File: src/design/dlrs_pkg.sv
// Shared types and constants for the deduplicating LIFO request stack.
// No dependencies; used by every module of the block.
`timescale 1ns / 1ps
`default_nettype none

package dlrs_pkg;

   localparam int MAX_ENTRIES_DEFAULT = 512;
   localparam int CMD_QUEUE_DEPTH     = 2;
   localparam int LEVEL_W             = 3;
   localparam int COORD_W             = 20;
   localparam int KEY_W               = LEVEL_W + 3 * COORD_W;
   localparam int OCC_W               = 10;

   localparam logic OP_PUSH = 1'b0;
   localparam logic OP_POP  = 1'b1;

   typedef enum logic [2:0] {
      STATUS_PUSHED      = 3'd0,
      STATUS_PUSHED_DROP = 3'd1,
      STATUS_DUPLICATE   = 3'd2,
      STATUS_POPPED      = 3'd3,
      STATUS_EMPTY       = 3'd4
   } dlrs_status_type;

   typedef enum logic [2:0] {
      ENG_IDLE,
      ENG_SCAN,
      ENG_WRITE,
      ENG_POP_DATA,
      ENG_FINISH
   } dlrs_eng_state_type;

   typedef struct packed {
      logic               op;
      logic [LEVEL_W-1:0] level;
      logic [COORD_W-1:0] region_z;
      logic [COORD_W-1:0] region_y;
      logic [COORD_W-1:0] region_x;
   } dlrs_req_type;

   typedef struct packed {
      dlrs_status_type    status;
      logic [LEVEL_W-1:0] out_level;
      logic [COORD_W-1:0] out_z;
      logic [COORD_W-1:0] out_y;
      logic [COORD_W-1:0] out_x;
      logic [OCC_W-1:0]   occupancy;
   } dlrs_rsp_type;

   typedef struct packed {
      logic             is_pop;
      logic [KEY_W-1:0] key;
   } dlrs_cmd_type;

endpackage

`default_nettype wire

File: src/design/dlrs_front.sv
// Front end: accepts request transactions, packs them into commands and
// buffers them in a short queue. Depends on dlrs_pkg.
`timescale 1ns / 1ps
`default_nettype none

module dlrs_front (
   input  wire logic                  clock,
   input  wire logic                  reset,
   input  wire logic                  req_valid,
   output logic                       req_ready,
   input  wire dlrs_pkg::dlrs_req_type req_data,
   output logic                       cmd_valid,
   input  wire logic                  cmd_ready,
   output dlrs_pkg::dlrs_cmd_type     cmd_data
);

   localparam int PW = $clog2(dlrs_pkg::CMD_QUEUE_DEPTH);
   localparam int NW = $clog2(dlrs_pkg::CMD_QUEUE_DEPTH + 1);

   dlrs_pkg::dlrs_cmd_type queue_ff [dlrs_pkg::CMD_QUEUE_DEPTH];
   dlrs_pkg::dlrs_cmd_type new_cmd;
   logic [PW-1:0] wr_ptr_ff, wr_ptr_in;
   logic [PW-1:0] rd_ptr_ff, rd_ptr_in;
   logic [NW-1:0] fill_ff, fill_in;
   logic          push_q;
   logic          pop_q;

   always_comb begin
      new_cmd.is_pop = (req_data.op == dlrs_pkg::OP_POP);
      new_cmd.key    = {req_data.level, req_data.region_z, req_data.region_y,
                        req_data.region_x};
   end

   assign req_ready = (fill_ff != NW'(dlrs_pkg::CMD_QUEUE_DEPTH));
   assign cmd_valid = (fill_ff != '0);
   assign cmd_data  = queue_ff[rd_ptr_ff];
   assign push_q    = req_valid && req_ready;
   assign pop_q     = cmd_valid && cmd_ready;

   always_comb begin
      wr_ptr_in = wr_ptr_ff;
      rd_ptr_in = rd_ptr_ff;
      fill_in   = fill_ff;
      if (push_q) begin
         wr_ptr_in = (wr_ptr_ff == PW'(dlrs_pkg::CMD_QUEUE_DEPTH - 1)) ? '0 : wr_ptr_ff + 1'b1;
      end
      if (pop_q) begin
         rd_ptr_in = (rd_ptr_ff == PW'(dlrs_pkg::CMD_QUEUE_DEPTH - 1)) ? '0 : rd_ptr_ff + 1'b1;
      end
      if (push_q && !pop_q) begin
         fill_in = fill_ff + 1'b1;
      end else if (pop_q && !push_q) begin
         fill_in = fill_ff - 1'b1;
      end
   end

   always_ff @(posedge clock) begin
      if (reset) begin
         wr_ptr_ff <= '0;
         rd_ptr_ff <= '0;
         fill_ff   <= '0;
      end else begin
         wr_ptr_ff <= wr_ptr_in;
         rd_ptr_ff <= rd_ptr_in;
         fill_ff   <= fill_in;
      end
   end

   always_ff @(posedge clock) begin
      if (push_q) begin
         queue_ff[wr_ptr_ff] <= new_cmd;
      end
   end

endmodule

`default_nettype wire

File: config.mk
export PLATFORM = sky130hd
export DESIGN_NAME = dlrs_front
export DESIGN_NICKNAME = d
export VERILOG_FILES = /design/src/design/dlrs_pkg.sv /design/src/design/dlrs_front.sv
export SDC_FILE = /design/constraint.sdc
export NUM_CORES = 1
export LEC_CHECK = 0
export BUFFER_PORTS_ARGS = -buffer_cell sky130_fd_sc_hd__buf_2
export CAP_MARGIN = 20
export CORE_UTILIZATION = 30
export CTS_CLUSTER_DIAMETER = 40
export DETAILED_ROUTE_END_ITERATION = 7
export PLACE_DENSITY_LB_ADDON = 0.15
export SETUP_SLACK_MARGIN = 0.05
export SLEW_MARGIN = 30
export SYNTH_ARGS = -nofsm -noshare
export SYNTH_HDL_FRONTEND = slang
export SYNTH_SLANG_ARGS = --single-unit
File: constraint.sdc
create_clock -name clock -period 8 [get_ports clock]
set_input_delay 0.8 -clock clock [delete_from_list [all_inputs] [get_ports clock]]
set_output_delay 0.8 -clock clock [all_outputs]
set_load 0.01 [all_outputs]
; ---- After elaboration in Yosys (flattened, before gate mapping)
; Memories as Yosys holds them, arrays and structs flattened. A register that Yosys moved wholly into a read port is not among the register bits.
; Cells that the tools add are included.
[totals]
mem_count = 1
elab_cells = 25
mem_bits_rw = 128
inputBits = 68
output_inout_bits = 66
ff_bits = 4
[classes]
n_addsub = 4
muxes = 8
n_eq_ne = 1
n_reduce_logical = 8
[mem_list]
columns = memory, depth, word_bits, rd, rd_ports_with_merged_regs, write_ports, line
row1 = queue_ff, 2, 64, 1, 1, 1, dlrs_front.sv:20  ; dlrs_pkg::dlrs_cmd_type queue_ff [dlrs_pkg::CMD_QUEUE_DEPTH];
[op_table]
columns = cell, n
row1 = two-way mux 1 bit, 6
row2 = logical AND 1 bit, 4
row3 = two-way mux 2 bit, 2
row4 = nonzero test 2 bit, 2
row5 = "adder 1 bit, second input constant", 2
row6 = "adder 2 x 1 -> 2 bit, second input constant", 1
row7 = logical NOT 1 bit, 2
row8 = "!= test 2 bit, second input constant", 1
row9 = "subtractor 2 x 1 -> 2 bit, second input constant", 1

; ---- Longest topological paths before layout
[logic_depth]
ltp_word = 6
ltp_mapped = 6
depth_no_buf = 6

; ---- Worst setup path before layout
; OpenSTA, ideal clock, no wires.
[synth_timing]
path_type = input-to-reg
start = in req_valid
end = mem queue_ff[1][0] (netlist bit), enable pin
path_slack_ns = 5.216
path_buffers = 0
setup_time_ns = 0.429
arrival_ns = 2.355
stages = 1
cell_sequence = and3_1
[synth_via]
elab_chain_cells = 3
[synth_rtl]
columns = item, line
row1 = start: declaration, dlrs_front.sv:9  ; input wire logic req_valid,
row2 = logical AND 1 bit, dlrs_front.sv:37  ; assign push_q = req_valid && req_ready;
row3 = two-way mux 1 bit, dlrs_front.sv:70  ; if (push_q) begin
row4 = two-way mux 1 bit (implied by the code), dlrs_front.sv:71  ; queue_ff[wr_ptr_ff] <= new_cmd;
row5 = end: declaration, dlrs_front.sv:20
; Every way passes these cells.

==> results.cfg <==
[sta]
hold_viol = 0
period_minus_slack_ns = 2.61
hold_ws_ns = 0.497
setup_violations = 0
fmax_mhz = 383
skew_ns = 0.00477
slew_violations = 0
tightest_slew_ns = 0.733
finalCritPeriodShare = 0.326
relSlewSlack = 0.511
fin_tns_setup_ns = 0
grt_setup_unrepaired = no

[setup_path]
reg2reg_to = queue_ff[0][18]$_DFFE_PP_
critPathMaxFanout = 44
r2r_slack_ns = 5.74
crit_end = cmd_data[23]
r2r_start = fill_ff[0]$_SDFFE_PP0P_
crit_required_ns = 7.20
crit_arrival_ns = 1.81
cp-start-kind = register
r2r_cells = 4
crit_path_end_kind = primary output
worstSetupPathType = reg -> out

[synthesis]
synthCells = 223
synth_seq_cells = 133
ys.warnings.count = 0
syn_area_um2 = 4840
syn_nets = 292
ys_seq_area_frac = 0.815
yosys-top-cells-area = edfxtp_1, mux2_2, dfxtp_1
syn_area_per_cell_um2 = 21.7
yosysTopAreaCell = edfxtp_1
yosysTopAreaCellShare = 0.795
synth_cell_types = 18

[floorplanning]
row_count = 46
start_util = 0.306
die_area_um2 = 16600
coreArea_um2 = 15800
die_h_um = 129
io_pins = 134
die_x_um = 129

[place]
placed_area_um2 = 5780
io_buffers = 133
gp_congestion = 0.632
hpwl_um = 5380

[global_route]
antenna_found_initial = 0
grt-ovfl-total = 0
use_met3 = 0.0549
grt_pass1_wl_um = 13100
grt_busiest_layer = met2
grt_util_met2 = 0.170
grtUsageTotal = 0.110
grt_pass1_vias = 2545
met1_usage = 0.128
grt_max_degree = 65

[clock_network]
cts_buffers = 17
ctsResizeCount = 0
ctsLongestPathBuffers = 2
cts_root_buf = clkbuf_16
cts_max_level = 4
postCtsSetupRepairBufs = 0
cts_tree = built
clkTransAtPathRegs_ns = 0.05
clock_latency_ns = 0.41
postCtsHoldBufs = 0
cts.sinks = 133

[layout]
drive_gt1_frac = 0.600
final_nets = 441
layout_common_cells = buf_2, edfxtp_1, mux2_2
diodes = 0
multi_input_area_um2 = 845
fillers = 1481
post-route-cell-area_um2 = 6350
synthToLayoutAreaGrowth_pct = 31.4
layout_commonest_cell = buf_2
regArea_um2 = 3950

[power]
cellPowerDensity_nw_per_um2 = 326
p_leak_nw = 2.35
peakVddDrop_mv = 0.143

[routing]
via_per_inst = 4.24
vias = 2551
drc_errors = 0
ant_nets = 0
dr.pass1.iters = 4
routed_wl_um = 8780
wl_per_cell_um = 14.6
first_iter_violations = 86

[run_status]
status = completed

[min_path]
hp-class = reg -> reg

[run]
max-cap-violations = 0
-- synthesized netlist by cell type --
| master | n |
|---|---|
| a21oi_1 | 2 |
| nor2_1 | 3 |
| or3_1 | 1 |
| or2_2 | 1 |
| mux2_2 | 64 |
| a21bo_2 | 1 |
| buf_4 | 6 |
| dfxtp_1 | 5 |
| o21ai_0 | 2 |
| and2_1 | 1 |
| buf_2 | 1 |
| ha_1 | 1 |
| nand2b_1 | 1 |
| xor2_1 | 3 |
| edfxtp_1 | 128 |
| nand3b_1 | 1 |
| and3_1 | 1 |
| inv_1 | 1 |
-- worst max-delay path, stage by stage, from the launching register on --
cell	delay [ns]
dfxtp_4	0.55
buf_16	0.29
mux2_2	0.39
buf_2	0.14
-- cells by family after synthesis --
kind of cell	share of synthesized area
compound gates	0.00621
mux	0.149
xor+xnor	0.00543
fa+ha+maj	0.00259
buf+inv	0.0111
simple gates	0.0104
flops	0.815
-- report_power, final --
| group | total [W] | internal (W) | leakage, nW | switching (W) |
|---|---|---|---|---|
| registers | 0.000909 | 0.000872 | 1.24 | 0.0000371 |
| clock network | 0.000718 | 0.000450 | 0.268 | 0.000268 |
| logic | 0.000446 | 0.000218 | 0.847 | 0.000228 |
-- stage by stage --
stage	worst slack (ns)	instances	power, W	utilization
2_1_floorplan	5.22	223	0.00120	-
3_3_place_gp	5.42	566	0.00136	0.363
3_5_place_dp	5.39	568	0.00137	0.365
4_1_cts	5.14	600	0.00210	0.400
5_1_grt	5.26	601	0.00218	0.402
6_report	5.39	601	0.00207	0.402
-- flip-flops by register name (all words and copies together) (netlist names), named ones only --
name / count
rd_ptr_ff: 1
fill_ff: 2
wr_ptr_ff: 1
queue_ff: 128
-- layout make-up --
type                       count  share of cell area
clock buffer                  19              0.0681
clock inverter                13              0.0181
inverter                       1            0.000591
multi-input combinational     82               0.133
sequential                   133               0.621
tap                          216              0.0425
timing repair buffer         137               0.117
-- per-layer routing --
| layer | vias up | part of all wire |
|---|---|---|
| li1 | 1187 | - |
| met1 | 1256 | 0.45 |
| met2 | 96 | 0.47 |
| met3 | 12 | 0.074 |
| met4 | 0 | 0.013 |
| met5 | - | 0 |
-- worst min-delay path by stage --
| stage | slack (ns) | cells past startpoint | startpoint | endpoint |
|---|---|---|---|---|
| after floorplan | 0.47 | 2 | fill_ff[1]$_SDFFE_PP0P_ | fill_ff[1]$_SDFFE_PP0P_ |
| after global placement | 0.49 | 2 | rd_ptr_ff$_SDFFE_PP0P_ | rd_ptr_ff$_SDFFE_PP0P_ |
| after detailed placement | 0.49 | 2 | rd_ptr_ff$_SDFFE_PP0P_ | register |
| after CTS | 0.50 | 2 | rd_ptr_ff$_SDFFE_PP0P_ | register |
| after global routing | 0.53 | 2 | rd_ptr_ff$_SDFFE_PP0P_ | rd_ptr_ff$_SDFFE_PP0P_ |
| final | 0.50 | 2 | rd_ptr_ff$_SDFFE_PP0P_ | register |
No activity file was read; power rests on OpenSTA's default activity.
